[src/rtl/tileable_fbm_value_noise_defines.svh]
// Assertion macros for the tileable fBm value noise RTL.
// Included by every file that carries concurrent assertions; needs clk and rst_n in scope.
`ifndef TILEABLE_FBM_VALUE_NOISE_DEFINES_SVH
`define TILEABLE_FBM_VALUE_NOISE_DEFINES_SVH

`ifndef NO_ASSERTIONS
// same-cycle implication
`define TFVN_ASSERT_IMP(lbl, ante, cons) \
  lbl: assert property (@(posedge clk) disable iff (!rst_n) (ante) |-> (cons)) \
    else $error("tfvn assertion failed");
// next-cycle implication
`define TFVN_ASSERT_NXT(lbl, ante, cons) \
  lbl: assert property (@(posedge clk) disable iff (!rst_n) (ante) |=> (cons)) \
    else $error("tfvn assertion failed");
`else
`define TFVN_ASSERT_IMP(lbl, ante, cons)
`define TFVN_ASSERT_NXT(lbl, ante, cons)
`endif

`endif

[src/rtl/tfvn_pkg.sv]
// Shared constants and pipeline item types for the tileable fBm value noise block.
// No dependencies.
package tfvn_pkg;

  localparam int FRAC_BITS   = 16;
  localparam int MAX_OCTAVES = 8;
  localparam int COORD_BITS  = 28;
  localparam int INT_BITS    = 12;
  localparam int HASH_BITS   = 24;
  localparam int OUT_BITS    = 16;
  localparam int PER_BITS    = 18;
  localparam int BASE_BITS   = 11;
  localparam int OCT_BITS    = 4;
  localparam int OIDX_BITS   = 3;
  localparam int ACC_BITS    = 32;
  localparam int WEIGHT_BITS = 17;
  localparam int DIV_BITS    = 8;
  localparam int CFG_IDX_BITS = 2;

  localparam logic [31:0] HASH_MUL_X   = 32'd374761393;
  localparam logic [31:0] HASH_MUL_Y   = 32'd668265263;
  localparam logic [31:0] HASH_MUL_MIX = 32'd1274126177;

  localparam logic [CFG_IDX_BITS-1:0] REG_OCTAVE_COUNT = 2'd0;
  localparam logic [CFG_IDX_BITS-1:0] REG_BASE_PERIOD  = 2'd1;

  // sample as it travels the wrap and octave cells
  typedef struct packed {
    logic [FRAC_BITS-1:0] fx;
    logic [FRAC_BITS-1:0] fy;
    logic [INT_BITS-1:0]  ix;
    logic [INT_BITS-1:0]  iy;
    logic [PER_BITS-1:0]  rx;
    logic [PER_BITS-1:0]  ry;
    logic [PER_BITS-1:0]  per;
    logic [OCT_BITS-1:0]  oct;
    logic [ACC_BITS-1:0]  acc;
  } item_t;

  // long-division state of the normalizer
  typedef struct packed {
    logic [DIV_BITS-1:0] rem;
    logic [OUT_BITS-1:0] bits;
    logic [OUT_BITS-1:0] quo;
    logic [DIV_BITS-1:0] div;
  } quot_t;

endpackage

[src/rtl/tfvn_quot_cell.sv]
// One restoring-division step of the amplitude normalizer (one quotient bit).
// Depends on tfvn_pkg and the assertion macro header.
`include "tileable_fbm_value_noise_defines.svh"
module tfvn_quot_cell import tfvn_pkg::*; (
  input  logic  clk,
  input  logic  rst_n,
  input  logic  adv,
  input  logic  in_valid,
  input  quot_t in_item,
  output logic  out_valid,
  output quot_t out_item
);

  logic  valid_r;
  quot_t item_r;
  quot_t item_nxt;
  logic [DIV_BITS:0] part;
  logic ge;

  always_comb begin
    part = {in_item.rem, in_item.bits[OUT_BITS-1]};
    ge   = part >= {1'b0, in_item.div};
    item_nxt      = in_item;
    item_nxt.rem  = ge ? DIV_BITS'(part - {1'b0, in_item.div}) : part[DIV_BITS-1:0];
    item_nxt.bits = {in_item.bits[OUT_BITS-2:0], 1'b0};
    item_nxt.quo  = {in_item.quo[OUT_BITS-2:0], ge};
  end

  always_ff @(posedge clk) begin
    if (!rst_n) begin
      valid_r <= 1'b0;
    end else if (adv) begin
      valid_r <= in_valid;
    end
  end

  always_ff @(posedge clk) begin
    if (adv) begin
      item_r <= item_nxt;
    end
  end

  assign out_valid = valid_r;
  assign out_item  = item_r;

  // partial remainder always stays below the divisor
  `TFVN_ASSERT_IMP(a_rem_below_div, valid_r, item_r.rem < item_r.div)

endmodule

[config.mk]
export PLATFORM = sky130hd
export DESIGN_NAME = tfvn_quot_cell
export DESIGN_NICKNAME = d
export VERILOG_FILES = /design/src/rtl/tfvn_pkg.sv /design/src/rtl/tfvn_quot_cell.sv
export VERILOG_INCLUDE_DIRS = /design/src /design/src/rtl
export SDC_FILE = /design/constraint.sdc
export NUM_CORES = 1
export LEC_CHECK = 0
export ABC_AREA = 1
export BUFFER_PORTS_ARGS = -buffer_cell sky130_fd_sc_hd__buf_2
export CAP_MARGIN = 20
export CORE_ASPECT_RATIO = 1.1
export CORE_UTILIZATION = 45
export CTS_CLUSTER_DIAMETER = 80
export CTS_CLUSTER_SIZE = 30
export DETAILED_ROUTE_END_ITERATION = 7
export GPL_ROUTABILITY_DRIVEN = 0
export PLACE_DENSITY = 0.88
export SYNTH_ARGS = -nofsm -noshare
export SYNTH_HDL_FRONTEND = slang
export SYNTH_SLANG_ARGS = --single-unit
[constraint.sdc]
create_clock -name clk -period 5.2 [get_ports clk]
set_input_delay 1.3 -clock clk [delete_from_list [all_inputs] [get_ports clk]]
set_output_delay 1.3 -clock clk [all_outputs]
set_load 0.01 [all_outputs]
; Yosys cells after proc, flatten, opt, wreduce, memory -nomap -nowiden
; Index checks and enable logic that the tools add are counted.
[word_totals]
reg_bits = 48
input_bits = 52
out_inout_bits = 49
[op_classes]
addsub = 1
muxes = 1
n_lt_le_gt_ge = 1
[op_table]
columns = cell, n
row1 = $ge 9x8->1, 1
row2 = $mux 8, 1
row3 = $sub 8x8->8, 1

; Depth between registers and ports, before layout
[logic_depth]
ltp_word = 2
ltp_mapped = 11
ltp_nobuf = 11

; Worst setup path before layout
; Ideal clock, no wire load.
[synth_timing]
path_kind = input port to flip-flop
from = in in_item[2] in the netlist's numbering
to = reg item_r, in the netlist out_item[47] (data pin)
arrival_ns = 2.357
slack_ns = 2.591
setup_time_ns = 0.252
cell_stages = 9
path_cell_list = inv_1 -> ha_1 -> or2_4 -> nand3_2 -> nand2_2 -> nand2_4 -> nand2_8 -> nand2_2 -> nand2_2
[synth_lines]
columns = element, line_no
row1 = from (decl), tfvn_quot_cell.sv:9  ; input quot_t in_item,
row2 = to (signal assigned), tfvn_quot_cell.sv:39  ; item_r <= item_nxt;
row3 = to (decl), tfvn_quot_cell.sv:15  ; quot_t item_r;

==> run metrics <==
met1 Use GR 0.185; Netlist cell types 24; IO Port Bufs 98; via count ~1500; switch share 0.249; Required @ worst endpoint 5250 ps; Synth Area in Compound Gates 0.00958; largest family of logic cells by synthesized area simple AND/OR/NAND/NOR gates; worst-margin pin slew 1020 ps; global-route usage over all layers 0.184; global route hottest layer met2; post-synthesis mux area share 0; drt via density between 4 and 5; Fmax between 300 and 400 MHz; GRT overflow 0; Root Driver clkbuf_8; RSZ-0062 raised after global routing no; Post-CTS Setup Bufs 0; Worst-path clk slew approximately 70 ps; crit share post-route 0.494; Top Ports about 100; Switching Power just over 0.2 mW; initial core utilization 0.477; crit path capture type register; Area Growth Syn to Fin 30.2%; DR WL/cell between 10 and 15 um; maxcap violations 0; worst hold path type reg -> reg; DRT iter0 DRCs 88; share of cells above drive strength 1 0.489; Leak ~1.3 nW; pin count of the biggest net entering global routing 50; mapped cell area between 2000 and 2500 um^2; met2 Resource Use GR 0.350; clk sinks 48; clock skew 0 ps; Die H between 70 and 80 um; Final Max Slew Viols 0; Seq/Total Area, Yosys 0.685; HPWL Detailed between 3000 and 4000 um; Final Hold Fails 0; clock period minus worst slack 2570 ps; Synth Net Count 222; CP arrival 2620 ps; Flop pwr share 0.569; vias in the first global route about 1400; XOR/XNOR Fraction of Synth Area 0.0126; Int Power around 0.62 mW; DP Area 2640 um^2; Synth Register Bits between 40 and 50; CP max FO 9; Remaining DRCs 0; Clk Latency, worst-skew pair just under 300 ps; total CTS buffers 5; mean post-synth cell area 13.0 um^2; worst setup path class in -> reg; Syn Inst Count between 150 and 200; post-route ant nets 0; pwr dens 306 nW/um^2; Layout Cell Area excl Fill around 2700 um^2; hold_buf cts 0; H-tree depth 2; logic gate share of total power 0.189; clock share of power 0.242; First-pass DRT Iterations 4; CP startpoint kind input port; YS warnings 0; post-synthesis simple-gate area fraction 0.187; status finished, final reports clean; die footprint approximately 5000 um^2; cts repair resizes 0; initial antenna violation count 0; Post-Synth Adder-Cell Area 0.0575; Total Power 0.833 mW; Routed Wire Length roughly 4300 um; # diodes 0; Nets ~330; Final Core Density 0.622; CTS tree done; Core Region between 4000 and 5000 um^2; maximum VDD drop 0.145 mV; Die W between 60 and 70 um; setup violators final 0; Clock Path Buffers 2; first-pass GRT wire length between 6000 and 7000 um; met3 Use GR 0.0435; Slew Limit Headroom 0.321; setup TNS 0 ps; num rows 25
-- state kept, by name, indices dropped and copies added, names as in the netlist --
register   count
out_valid      1
out_item      47
-- worst max-delay path, stage by stage --
cell and delay [ps]:
buf_2 90, inv_1 40, ha_1 350, nand2_1 80
nand2_1 60, nand2_1 70, nand2_2 60, nor2_4 290
nand2_8 130, nand2_2 90, nand2_2 50
-- power groups by stage --
stage	Sequential (mW)	Clock, mW	Combinational [mW]
2_1_floorplan	0.502	0	0.0665
3_3_place_gp	0.481	0	0.152
3_5_place_dp	0.483	0	0.159
4_1_cts	0.474	0.206	0.158
5_1_grt	0.477	0.219	0.176
6_report	0.474	0.202	0.157
-- layer usage --
metal | vias to the layer above | share of wire | routed length (um)
met1 | 681 | 0.37 | 1590
met2 | 70 | 0.52 | 2210
met5 | - | 0 | 0
li1 | 746 | - | -
met4 | 0 | 0.015 | 65
met3 | 6 | 0.092 | 392
-- cell families (layout without fill, tap and decap cells) --
family,after synthesis,after routing
AO/OA/AOI/OAI,4,4
XOR/XNOR,3,3
adder cells (fa/ha/maj),9,9
buffers and inverters,25,130
flip-flops,48,48
other,1,1
AND/OR/NAND/NOR,71,71
-- cells in the final DEF (no fill, tap or decap), drive strengths merged --
| master | count |
|---|---|
| inv | 22 |
| nand2 | 45 |
| xnor2 | 2 |
| clkinv | 3 |
| edfxtp | 47 |
| o21ai | 1 |
| nand4 | 1 |
| conb | 1 |
| clkbuf | 7 |
| buf | 98 |
| fa | 1 |
| or2 | 2 |
| ha | 8 |
| nor2 | 8 |
| nand3 | 15 |
| a21oi | 3 |
| xor2 | 1 |
| dfxtp | 1 |
-- layout make-up --
cell class	instances	area [um^2]
multi-input combinational	88	562
sequential	48	1430
clock inverter	1	5.00
tap	54	67.6
fill	345	1660
timing repair buffer	98	490
clock buffer	7	76.3
inverter	24	90.1
-- path summary, 6_finish.rpt --
kind,from,to,slack (ps),depth (start not counted)
worst max-delay path,in_item[6],out_item[43]$_DFFE_PP_,2630,11
worst min-delay path,out_valid$_SDFFE_PN0P_,out_valid$_SDFFE_PN0P_,550,2
worst max register to register,out_valid$_SDFFE_PN0P_,out_valid$_SDFFE_PN0P_,4530,2
worst min register to register,out_valid$_SDFFE_PN0P_,out_valid$_SDFFE_PN0P_,550,2
-- metrics by stage --
step / worst slack, ps / std cells / hold slack (ps)
CTS: 2630 / 320 / 543
global placement: 2350 / 312 / 525
finish: 2630 / 320 / 546
global route: 2530 / 320 / 629
floorplan: 2590 / 161 / 555
detailed placement: 2320 / 312 / 522
-- synthesized netlist by cell type --
library cell,number,area share
nand4_1,1,0.0030
buf_4,1,0.0036
nand3_2,1,0.0048
fa_1,1,0.0096
o21ai_0,1,0.0024
a21oi_1,3,0.0072
nand2_2,16,0.048
nor2_1,4,0.0072
ha_1,8,0.048
nand3_1,14,0.034
nand2_8,1,0.0096
edfxtp_1,47,0.68
clkinv_1,2,0.0036
nor2_4,3,0.016
inv_1,21,0.038
nand2_4,1,0.0054
nor2_2,1,0.0030
dfxtp_1,1,0.0096
or2_4,2,0.0084
inv_2,1,0.0018
nand2_1,27,0.048
xnor2_1,2,0.0084
conb_1,1,0.0018
xor2_1,1,0.0042
(Power assumes the default switching activity.)
