`src/rtl/tileable_fbm_value_noise_defines.svh`:
```
// Assertion macros for the tileable fBm value noise RTL.
// Included by every file that carries concurrent assertions; needs clk and rst_n in scope.
`ifndef TILEABLE_FBM_VALUE_NOISE_DEFINES_SVH
`define TILEABLE_FBM_VALUE_NOISE_DEFINES_SVH

`ifndef NO_ASSERTIONS
// same-cycle implication
`define TFVN_ASSERT_IMP(lbl, ante, cons) \
  lbl: assert property (@(posedge clk) disable iff (!rst_n) (ante) |-> (cons)) \
    else $error("tfvn assertion failed");
// next-cycle implication
`define TFVN_ASSERT_NXT(lbl, ante, cons) \
  lbl: assert property (@(posedge clk) disable iff (!rst_n) (ante) |=> (cons)) \
    else $error("tfvn assertion failed");
`else
`define TFVN_ASSERT_IMP(lbl, ante, cons)
`define TFVN_ASSERT_NXT(lbl, ante, cons)
`endif

`endif

```
`src/rtl/tfvn_pkg.sv`:
```
// Shared constants and pipeline item types for the tileable fBm value noise block.
// No dependencies.
package tfvn_pkg;

  localparam int FRAC_BITS   = 16;
  localparam int MAX_OCTAVES = 8;
  localparam int COORD_BITS  = 28;
  localparam int INT_BITS    = 12;
  localparam int HASH_BITS   = 24;
  localparam int OUT_BITS    = 16;
  localparam int PER_BITS    = 18;
  localparam int BASE_BITS   = 11;
  localparam int OCT_BITS    = 4;
  localparam int OIDX_BITS   = 3;
  localparam int ACC_BITS    = 32;
  localparam int WEIGHT_BITS = 17;
  localparam int DIV_BITS    = 8;
  localparam int CFG_IDX_BITS = 2;

  localparam logic [31:0] HASH_MUL_X   = 32'd374761393;
  localparam logic [31:0] HASH_MUL_Y   = 32'd668265263;
  localparam logic [31:0] HASH_MUL_MIX = 32'd1274126177;

  localparam logic [CFG_IDX_BITS-1:0] REG_OCTAVE_COUNT = 2'd0;
  localparam logic [CFG_IDX_BITS-1:0] REG_BASE_PERIOD  = 2'd1;

  // sample as it travels the wrap and octave cells
  typedef struct packed {
    logic [FRAC_BITS-1:0] fx;
    logic [FRAC_BITS-1:0] fy;
    logic [INT_BITS-1:0]  ix;
    logic [INT_BITS-1:0]  iy;
    logic [PER_BITS-1:0]  rx;
    logic [PER_BITS-1:0]  ry;
    logic [PER_BITS-1:0]  per;
    logic [OCT_BITS-1:0]  oct;
    logic [ACC_BITS-1:0]  acc;
  } item_t;

  // long-division state of the normalizer
  typedef struct packed {
    logic [DIV_BITS-1:0] rem;
    logic [OUT_BITS-1:0] bits;
    logic [OUT_BITS-1:0] quo;
    logic [DIV_BITS-1:0] div;
  } quot_t;

endpackage

```
`src/rtl/tfvn_wrap_cell.sv`:
```
// One bit step of the lattice wrap: integer coordinate modulo base period.
// Depends on tfvn_pkg.
module tfvn_wrap_cell import tfvn_pkg::*; (
  input  logic  clk,
  input  logic  rst_n,
  input  logic  adv,
  input  logic  in_valid,
  input  item_t in_item,
  output logic  out_valid,
  output item_t out_item
);

  logic  valid_r;
  item_t item_r;
  item_t item_nxt;
  logic [INT_BITS-1:0] part_x, part_y, dv;
  logic [INT_BITS-1:0] rem_x, rem_y;

  always_comb begin
    dv     = {1'b0, in_item.per[BASE_BITS-1:0]};
    part_x = {in_item.rx[BASE_BITS-1:0], in_item.ix[INT_BITS-1]};
    part_y = {in_item.ry[BASE_BITS-1:0], in_item.iy[INT_BITS-1]};
    rem_x  = (part_x >= dv) ? part_x - dv : part_x;
    rem_y  = (part_y >= dv) ? part_y - dv : part_y;
    item_nxt    = in_item;
    item_nxt.rx = PER_BITS'(rem_x);
    item_nxt.ry = PER_BITS'(rem_y);
    item_nxt.ix = {in_item.ix[INT_BITS-2:0], 1'b0};
    item_nxt.iy = {in_item.iy[INT_BITS-2:0], 1'b0};
  end

  always_ff @(posedge clk) begin
    if (!rst_n) begin
      valid_r <= 1'b0;
    end else if (adv) begin
      valid_r <= in_valid;
    end
  end

  always_ff @(posedge clk) begin
    if (adv) begin
      item_r <= item_nxt;
    end
  end

  assign out_valid = valid_r;
  assign out_item  = item_r;

endmodule

```
`config.mk`:
```
export PLATFORM = sky130hd
export DESIGN_NAME = tfvn_wrap_cell
export DESIGN_NICKNAME = d
export VERILOG_FILES = /design/src/rtl/tileable_fbm_value_noise_defines.svh /design/src/rtl/tfvn_pkg.sv /design/src/rtl/tfvn_wrap_cell.sv
export SDC_FILE = /design/constraint.sdc
export NUM_CORES = 1
export LEC_CHECK = 0
export ABC_CLOCK_PERIOD_IN_PS = 2650
export BUFFER_PORTS_ARGS = -buffer_cell sky130_fd_sc_hd__clkbuf_2
export CAP_MARGIN = 15
export CORE_MARGIN = 2
export CORE_UTILIZATION = 45
export DETAILED_ROUTE_END_ITERATION = 10
export GPL_TIMING_DRIVEN = 0
export MAX_ROUTING_LAYER = met4
export PLACE_DENSITY = 0.88
export SKIP_CTS_REPAIR_TIMING = 1
export SLEW_MARGIN = 20
export SYNTH_ARGS = -nofsm -noshare
export SYNTH_HDL_FRONTEND = slang
export SYNTH_SLANG_ARGS = --single-unit
```
`constraint.sdc`:
```
create_clock -name clk -period 2.65 [get_ports clk]
set_input_delay 0.265 -clock clk [delete_from_list [all_inputs] [get_ports clk]]
set_output_delay 0.265 -clock clk [all_outputs]
set_load 0.03 [all_outputs]
```
=== Word level (Yosys, flattened, before mapping) ===
Cells that the tools add are included.

* Register bits after elaboration: 133
* Input port bits: 150
* Output and inout port bits: 147

* Multiplexer cells: 2
* Add/subtract/negate cells: 2
* Order comparisons: 2

{| class="wikitable"
|+ Operators with widths
! cell !! count
|-
| $ge 12x11->1 || 2
|-
| $mux 12 || 2
|-
| $sub 12x11->12 || 2
|}

=== Longest topological paths before layout ===
Gate-level depths: netlist of run 1.

* Depth in word-level cells: 2
* Mapped depth: 11
* Gate-level depth less buffers: 9

=== Worst setup path after synthesis of run 1 ===
OpenSTA, ideal clock, no wires.

* Path kind: input to register
* From: input in_item[101] (netlist bit)
* To: register item_r, in the netlist out_item[57] (data pin)
* Stages: 9
* Setup time: 0.260 ns
* Slack: 0.491 ns
* Path buffers: 1
* Arrival: 1.899 ns
* Required time: 2.390 ns
* Cells stage by stage: inv_1 -> ha_1 -> fa_1 -> nand2b_1 -> a21oi_1 -> o21ai_1 -> nand2_1 -> buf_2 -> mux2_2

* Cells in the longest elaborated chain, start to end: 2
* Elaborated cells on any way between the ends: 3
* Classes of those cells: add/sub (1); order compare (1); mux (1)

{| class="wikitable"
|+ RTL lines
! element !! line !! text
|-
| start, declared || tfvn_wrap_cell.sv:8 || <nowiki>input item_t in_item,</nowiki>
|-
| $sub 12x11->12 or $ge 12x11->1 (tied branches) || tfvn_wrap_cell.sv:24 || <nowiki>rem_y = (part_y >= dv) ? part_y - dv : part_y;</nowiki>
|-
| $mux 12 * || tfvn_wrap_cell.sv:24 ||
|-
| net rem_y[3] || tfvn_wrap_cell.sv:17 || <nowiki>logic [INT_BITS-1:0] rem_x, rem_y;</nowiki>
|-
| end signal, assigned || tfvn_wrap_cell.sv:42 || <nowiki>item_r <= item_nxt;</nowiki>
|-
| end, declared || tfvn_wrap_cell.sv:14 || <nowiki>item_t item_r;</nowiki>
|}

The timed path passes the listed nets; every way through them passes the cells marked *.
A chain may end at the register's enable or synchronous reset.

=== Final worst setup path of run 1 ===
* From: input in_item[36] (netlist bit)
* To: register item_r, in the netlist out_item[79] (data pin)

* Cells in the longest elaborated chain, start to end: 2
* Elaborated cells on any way between the ends: 3
* Classes of those cells: add/sub (1); order compare (1); mux (1)

{| class="wikitable"
|+ RTL lines
! element !! line !! text
|-
| $sub 12x11->12 or $ge 12x11->1 (tied branches) || tfvn_wrap_cell.sv:23 || <nowiki>rem_x = (part_x >= dv) ? part_x - dv : part_x;</nowiki>
|-
| $mux 12 * || tfvn_wrap_cell.sv:23 ||
|-
| net rem_x[7] || tfvn_wrap_cell.sv:17 ||
|}

Marks and branches as above.

==> results of run 1 <==
## flip-flops by register name, indices dropped and copies added, names as in the netlist
name / flops
out_item: 132
out_valid: 1
## kinds of logic after synthesis
kind of cell	after synthesis	synth area share (%)
DFF	133	72.4
AOI/OAI and AO/OA	73	8.48
and+or+nand+nor	66	5.59
buffers and inverters	39	4.11
adders and majority gates	24	5.73
xor gates and xnor gates	13	2.07
muxes	8	1.59
other	1	0.0681
## cells in the final DEF, fill, tap and decap left out, drive strengths merged, types with 5 or more instances in the layout
cell    Yosys  routed
buf        21      22
edfxtp    132     132
xnor2       7       7
nand2      20      20
nor2       24      24
o21ai      28      28
nand2b      7       7
mux2        6       6
xor2        6       6
clkbuf      1     288
a211oi      5       5
inv        17      19
conb        1      14
clkinv      0       6
ha         22      22
a21oi      20      20
## power breakdown
group          switching, mW  internal, mW
Combinational          0.820         0.380
Sequential            0.0551          2.55
Clock                  0.860          1.57
Total                   1.73          4.50
## worst min path at each step
stage                           start      endpoint  slack, ns  cells after the start
after floorplan            in_item[0]   out_item[0]       0.36                      0
after CTS                 in_item[91]  out_item[92]      0.004                      1
final                     in_item[91]  out_item[92]       0.02                      1
after global placement    in_item[93]  out_item[94]       0.44                      1
after global routing      in_item[91]  out_item[92]      0.004                      1
after detailed placement  in_item[21]  out_item[21]       0.44                      1
## layout make-up
class | count | area, um^2 | share of cell area (%)
sequential | 133 | 3980 | 51.5
timing repair buffer | 269 | 1380 | 17.8
multi-input combinational | 198 | 1340 | 17.4
clock buffer | 19 | 433 | 5.60
tap | 147 | 184 | 2.38
clock inverter | 13 | 180 | 2.33
buffer | 22 | 163 | 2.10
inverter | 17 | 63.8 | 0.825
antenna | 1 | 2.50 | 0.0324
## per-stage QoR
stage / util, % / instance area (um^2) / total power, mW / setup TNS (ns) / hold WS, ns
2_1_floorplan: - / 5550 / 3.40 / 0 / 0.364
3_3_place_gp: 59.2 / 7080 / 3.80 / -30.49 / 0.443
3_5_place_dp: 59.5 / 7120 / 3.83 / 0 / 0.444
4_1_cts: 64.6 / 7730 / 6.27 / 0 / 0.00436
5_1_grt: 64.6 / 7730 / 6.44 / 0 / 0.00402
6_report: 64.6 / 7730 / 6.23 / 0 / 0.0244
## routing by layer
| metal | track usage [%] | up-vias | part of all wire, % |
|---|---|---|---|
| met5 | - | - | 0 |
| li1 | - | 1929 | - |
| met4 | 13.4 | 0 | 4.4 |
| met1 | 24.6 | 2046 | 34 |
| met2 | 39.5 | 237 | 51 |
| met3 | 10.2 | 45 | 9.9 |
==> key figures, run 1 <==
Synthesis
  – Syn avg cell area: 15.4 um^2
  – Yosys cell types: 48
  – Yosys top cell by area: edfxtp_1
  – Post-synth EDFFs: 132
  – Prevailing post-synth register cell: edfxtp_1
  – #FFs+latches synth: 133
  – Area contributors post-synth: edfxtp_1 (72%), ha_1 (5.0%), o21ai_0 (2.2%), buf_4 (1.9%), a21oi_1 (1.7%)
  – Async S/R FF share, synth: 0%
  – Synth warnings: 0
  – Post-synthesis sequential area ratio: 72.4%
  – Mapped Cells: 357
  – Commonest cells post-synth: edfxtp_1 (132), nor2_1 (24), o21ai_0 (24)
  – Post-Syn Area: 5510 um^2
  – Share of the synthesized area in the top cell type: 72.0%
  – Most frequent cell after synthesis: edfxtp_1

Clock tree
  – CTS Buf Count: 17
  – CTS tree: built
  – CTS Buffer Depth: 2
  – Clk sinks: 133
  – CTS Root Cell: clkbuf_16
  – H-tree depth: 4
  – Clock Pin Slew Worst Setup and Hold Paths: 0.06 ns
  – Worst skew pair latency: 0.42 ns

Die
  – Initial core utilization: 46.0%
  – Die ar.: 13100 um^2
  – CORE AREA: 12000 um^2
  – Rows: 40
  – Die Y-Extent: 115 um
  – Die width: 115 um
  – I/O pin cnt: 297

Critical path
  – CP Class: primary input to flip-flop
  – Reg-to-reg startpoint: out_valid
  – CP Launch Type: primary input
  – Crit end category: flip-flop
  – Most used cell, CP: buf_6
  – CP required: 2.78 ns
  – Worst Setup EP: out_item[79]
  – Critical Path Fanout Max: 10
  – Logic depth of the worst path, buffers included: 11
  – CP startpoint: in_item[36]
  – Depth of the worst register-to-register path: 2
  – CP delay by family, top: compound AO/OA/AOI/OAI gates
  – Reg2reg end: out_valid
  – Crit path cell chain: clkbuf_2 > ha_1 > fa_1 > nand2b_1 > o2bb2ai_1 > a211oi_2 > o21ai_2 > buf_6 > buf_6 > nand2_1 > o21ai_0
  – WP buf/inv: 3
  – Max stage delay on crit path: 0.41 ns
  – Slowest cell on the critical path: fa_1
  – Data arrival time at the worst-slack endpoint: 2.28 ns
  – R2R Setup Slk: 2.02 ns

Timing
  – RSZ-0062 raised after global routing: no
  – Clk_skew: 0 ns
  – Final WS setup: 0.493 ns
  – Max Clk Rate: 464 MHz
  – Slew Viols, Final: 0
  – Min cycle time layout: 2.16 ns
  – Hold Vio Cnt, Final: 0
  – Setup violators final: 0
  – Fin crit share: 81.4%

Cells and area
  – Final nets: 832
  – P&R area growth vs syn: 40.4%
  – Layout cells sized above 1: 49.3%
  – Fillers: 838
  – Finished Layout Cells: 819

Global routing
  – Initial antenna violation count: 1
  – First-pass GRT wire length: 22400 um
  – Largest net degree at the start of global routing: 85
  – Number of global-route vias before repair: 4198
  – Total GRT Usage: 24.2%
  – Gr ovfl total: 0

Place
  – Input/output buffers: 268
  – Hpwl dp: 11900 um
  – Dpl ws: 0.133 ns
  – Gpl congestion: 0.892
  – Placed cell count: 786

Job
  – Max-Cap Viols: 0

Power and ir drop
  – Pleak: 3.50 nW
  – Worst vdd ir: 0.000367 V
  – PwrDens: 806 nW/um^2

Drt
  – Final Routed Wirelength: 15600 um
  – Routed WL per cell: 19.1 um
  – Post-DRT Antenna Nets: 0
  – Vias per cell: 5.20
  – Via count: 4257
  – Drt initial violations: 438
  – DRC: 0
  – Drt first pass iters: 5

Status
  – Outcome: completed

Worst hold path
  – Hold Crit Class: primary input to flip-flop
(Power assumes the default switching activity.)
==> run 2, diff against run 1 <==
Settings changed: ABC_CLOCK_PERIOD_IN_PS 2650 to 1800, CORE_UTILIZATION 45 to 41, PLACE_DENSITY 0.88 to 0.85.
Clock period 2.65 ns to 1.8 ns, I/O delays scaled along.
==> run 2 against run 1 <==
Net effect:
- die area is 9.4% higher
- wire length is 27% higher
- flip-flop and latch count stayed put
- worst hold slack better by 0.016 ns
- cell count is 17% higher
- critical endpoint is now out_item[83]
- largest cell class unchanged
- highest routed layer unchanged
==> key figures, run 2 (synthesized netlist as in run 1, its figures left out) <==
Drt
  – Final Routed Wirelength: 19800 um (was 15600 um)
  – Routed WL per cell: 20.6 um (was 19.1 um)
  – Drt initial violations: 511 (was 438)
  – Post-DRT Antenna Nets: 0 (unchanged)
  – Via count: 4895 (was 4257)
  – Drt first pass iters: 5 (unchanged)
  – Vias per cell: 5.09 (was 5.20)
  – DRC: 0 (unchanged)

Global routing
  – Gr ovfl total: 0 (unchanged)
  – Number of global-route vias before repair: 4110 (was 4198)
  – Total GRT Usage: 21.7% (was 24.2%)
  – Initial antenna violation count: 1 (unchanged)
  – Largest net degree at the start of global routing: 89 (was 85)
  – First-pass GRT wire length: 22400 um (about the same)

Place
  – Gpl congestion: 0.978 (was 0.892)
  – Hpwl dp: 12000 um (was 11900 um)
  – Input/output buffers: 268 (unchanged)
  – Placed cell count: 815 (was 786)
  – Placed cell areas: 7270 um^2 (was 7120 um^2)

Clock tree
  – Worst skew pair latency: 0.40 ns (was 0.42 ns)
  – Clock Pin Slew Worst Setup and Hold Paths: 0.06 ns (about the same)
  – CTS Buf Count: 17 (unchanged)
  – CTS Root Cell: clkbuf_16 (unchanged)
  – H-tree depth: 4 (unchanged)
  – CTS Buffer Depth: 2 (unchanged)
  – CTS tree: built (unchanged)
  – Clk sinks: 133 (unchanged)

Job
  – Max-Cap Viols: 0 (unchanged)

Critical path
  – CP required: 1.96 ns (was 2.78 ns)
  – WP buf/inv: 2 (was 3)
  – Max stage delay on crit path: 0.34 ns (was 0.41 ns)
  – CP Class: primary input to flip-flop (unchanged)
  – CP delay by family, top: compound AO/OA/AOI/OAI gates (unchanged)
  – Reg-to-reg startpoint: out_valid (unchanged)
  – CP startpoint: in_item[37] (was in_item[36])
  – Crit path cell chain: buf_6 > inv_8 > ha_4 > nor2b_4 > o31a_1 > o21ai_2 > a21oi_4 > a311oi_2 > mux2_4 (was clkbuf_2 > ha_1 > fa_1 > nand2b_1 > o2bb2ai_1 > a211oi_2 > o21ai_2 > buf_6 > buf_6 > nand2_1 > o21ai_0)
  – Critical Path Fanout Max: 4 (was 10)
  – CP Launch Type: primary input (unchanged)
  – Data arrival time at the worst-slack endpoint: 1.96 ns (was 2.28 ns)
  – Crit end category: flip-flop (unchanged)
  – Slowest cell on the critical path: mux2_4 (was fa_1)

Timing
  – Max Clk Rate: 556 MHz
  – Clk_skew: 0 ns (unchanged)
  – Min cycle time layout: 1.80 ns
  – RSZ-0062 raised after global routing: yes (was no)
  – Fin crit share: 99.9%
  – Hold Vio Cnt, Final: 0 (unchanged)
  – Setup violators final: 0 (unchanged)
  – Slew Viols, Final: 0 (unchanged)

Cells and area
  – Fillers: 860 (was 838)
  – Commonest non-fill, non-tap cell in the layout: clkbuf_2 (unchanged)
  – Commonest non-fill, non-tap cells in the layout: clkbuf_2 (263), edfxtp_1 (132), dlygate4sd3_1 (108) (was clkbuf_2 (267), edfxtp_1 (132), nor2_1 (24), o21ai_0 (24), ha_1 (22))
  – Max FFs per register: 132 (unchanged)
  – Layout cells sized above 1: 46.6% (was 49.3%)
  – Final cell area excluding filler cells: 9110 um^2 (was 7730 um^2)
  – Finished Layout Cells: 961 (was 819)
  – Final nets: 945 (was 832)
  – P&R area growth vs syn: 65.5% (was 40.4%)

Die
  – Initial core utilization: 41.7% (was 46.0%)
  – I/O pin cnt: 297 (unchanged)
  – Rows: 42 (was 40)
  – Die width: 120 um (was 115 um)
  – Die ar.: 14400 um^2 (was 13100 um^2)
  – CORE AREA: 13200 um^2 (was 12000 um^2)
  – Die Y-Extent: 120 um (was 115 um)

Power and ir drop
  – Power, Total: 9.41 mW (was 6.23 mW)
  – PwrDens: 1030 nW/um^2 (was 806 nW/um^2)
  – Worst vdd ir: 0.000594 V (was 0.000367 V)
  – Pleak: 4.01 nW (was 3.50 nW)

Worst hold path
  – Min-delay src: in_valid (was in_item[91])
  – Hold Crit Class: primary input to flip-flop (unchanged)

Status
  – Outcome: completed (unchanged)
## run 2: cell types whose count changed in the layout (fill, tap and decap cells not counted), moves of 3 or more
cell and change:
dlygate4sd3_1 +108, ha_1 -7, ha_4 +7, inv_1 -5
buf_4 +4, clkbuf_2 -4, mux2_4 +4, o21ai_0 -4
inv_2 +3, mux2_2 -3
## run 2: metrics by stage
stage | setup WS, ns | hold slack, ns | setup TNS [ns] | util, %
after global placement | -1.14 | 0.357 | -147.52 | 54.8
final | 0.00252 | 0.0400 | 0 | 69.1
after global routing | -0.0415 | 0.0359 | -0.107 | 69.1
after floorplan | -0.147 | 0.279 | -2.00 | -
after detailed placement | -0.550 | 0.359 | -9.54 | 55.1
after CTS | -0.116 | -0.0817 | -0.310 | 59.5
## run 2: where the power goes
group	total [mW]	leakage (nW)	switching [mW]	internal (mW)
logic	2.13	2.43	1.34	0.795
clock network	3.43	0.281	1.37	2.05
registers	3.85	1.30	0.0983	3.75
total	9.41	4.01	2.81	6.60
## run 2: cell type report
class                      instances  area, um^2  share of cell area [%]
sequential                       133        3980                    43.7
timing repair buffer             383        2540                    27.8
clock inverter                    14         151                    1.66
antenna                            1        2.50                  0.0275
buffer                            21         160                    1.76
clock buffer                      18         429                    4.71
tap                              176         220                    2.42
multi-input combinational        198        1550                    17.0
inverter                          17        83.8                   0.920
## run 2: final timing paths
path                  endpoint  slack [ns]  depth (start not counted)
setup / recovery  out_item[83]       0.003                          9
hold / removal       out_valid        0.04                          3
setup reg to reg     out_valid        1.22                          2
hold reg to reg      out_valid        0.52                          2
## run 2: tightest hold or removal path, cell delays in order
cell and delay [ns]:
clkbuf_2 0.07, mux2i_1 0.05, nor2b_1 0.10
## run 2: layer usage
| metal | GRT usage [%] | up-vias | part of all wire, % | routed length [um] |
|---|---|---|---|---|
| met2 | 37.1 | 324 | 51 | 10100 |
| met3 | 7.60 | 67 | 7.6 | 1510 |
| met4 | 8.60 | 0 | 5.3 | 1040 |
| met5 | - | - | 0 | 0 |
| met1 | 23.2 | 2352 | 36 | 7160 |
| li1 | - | 2152 | - | - |
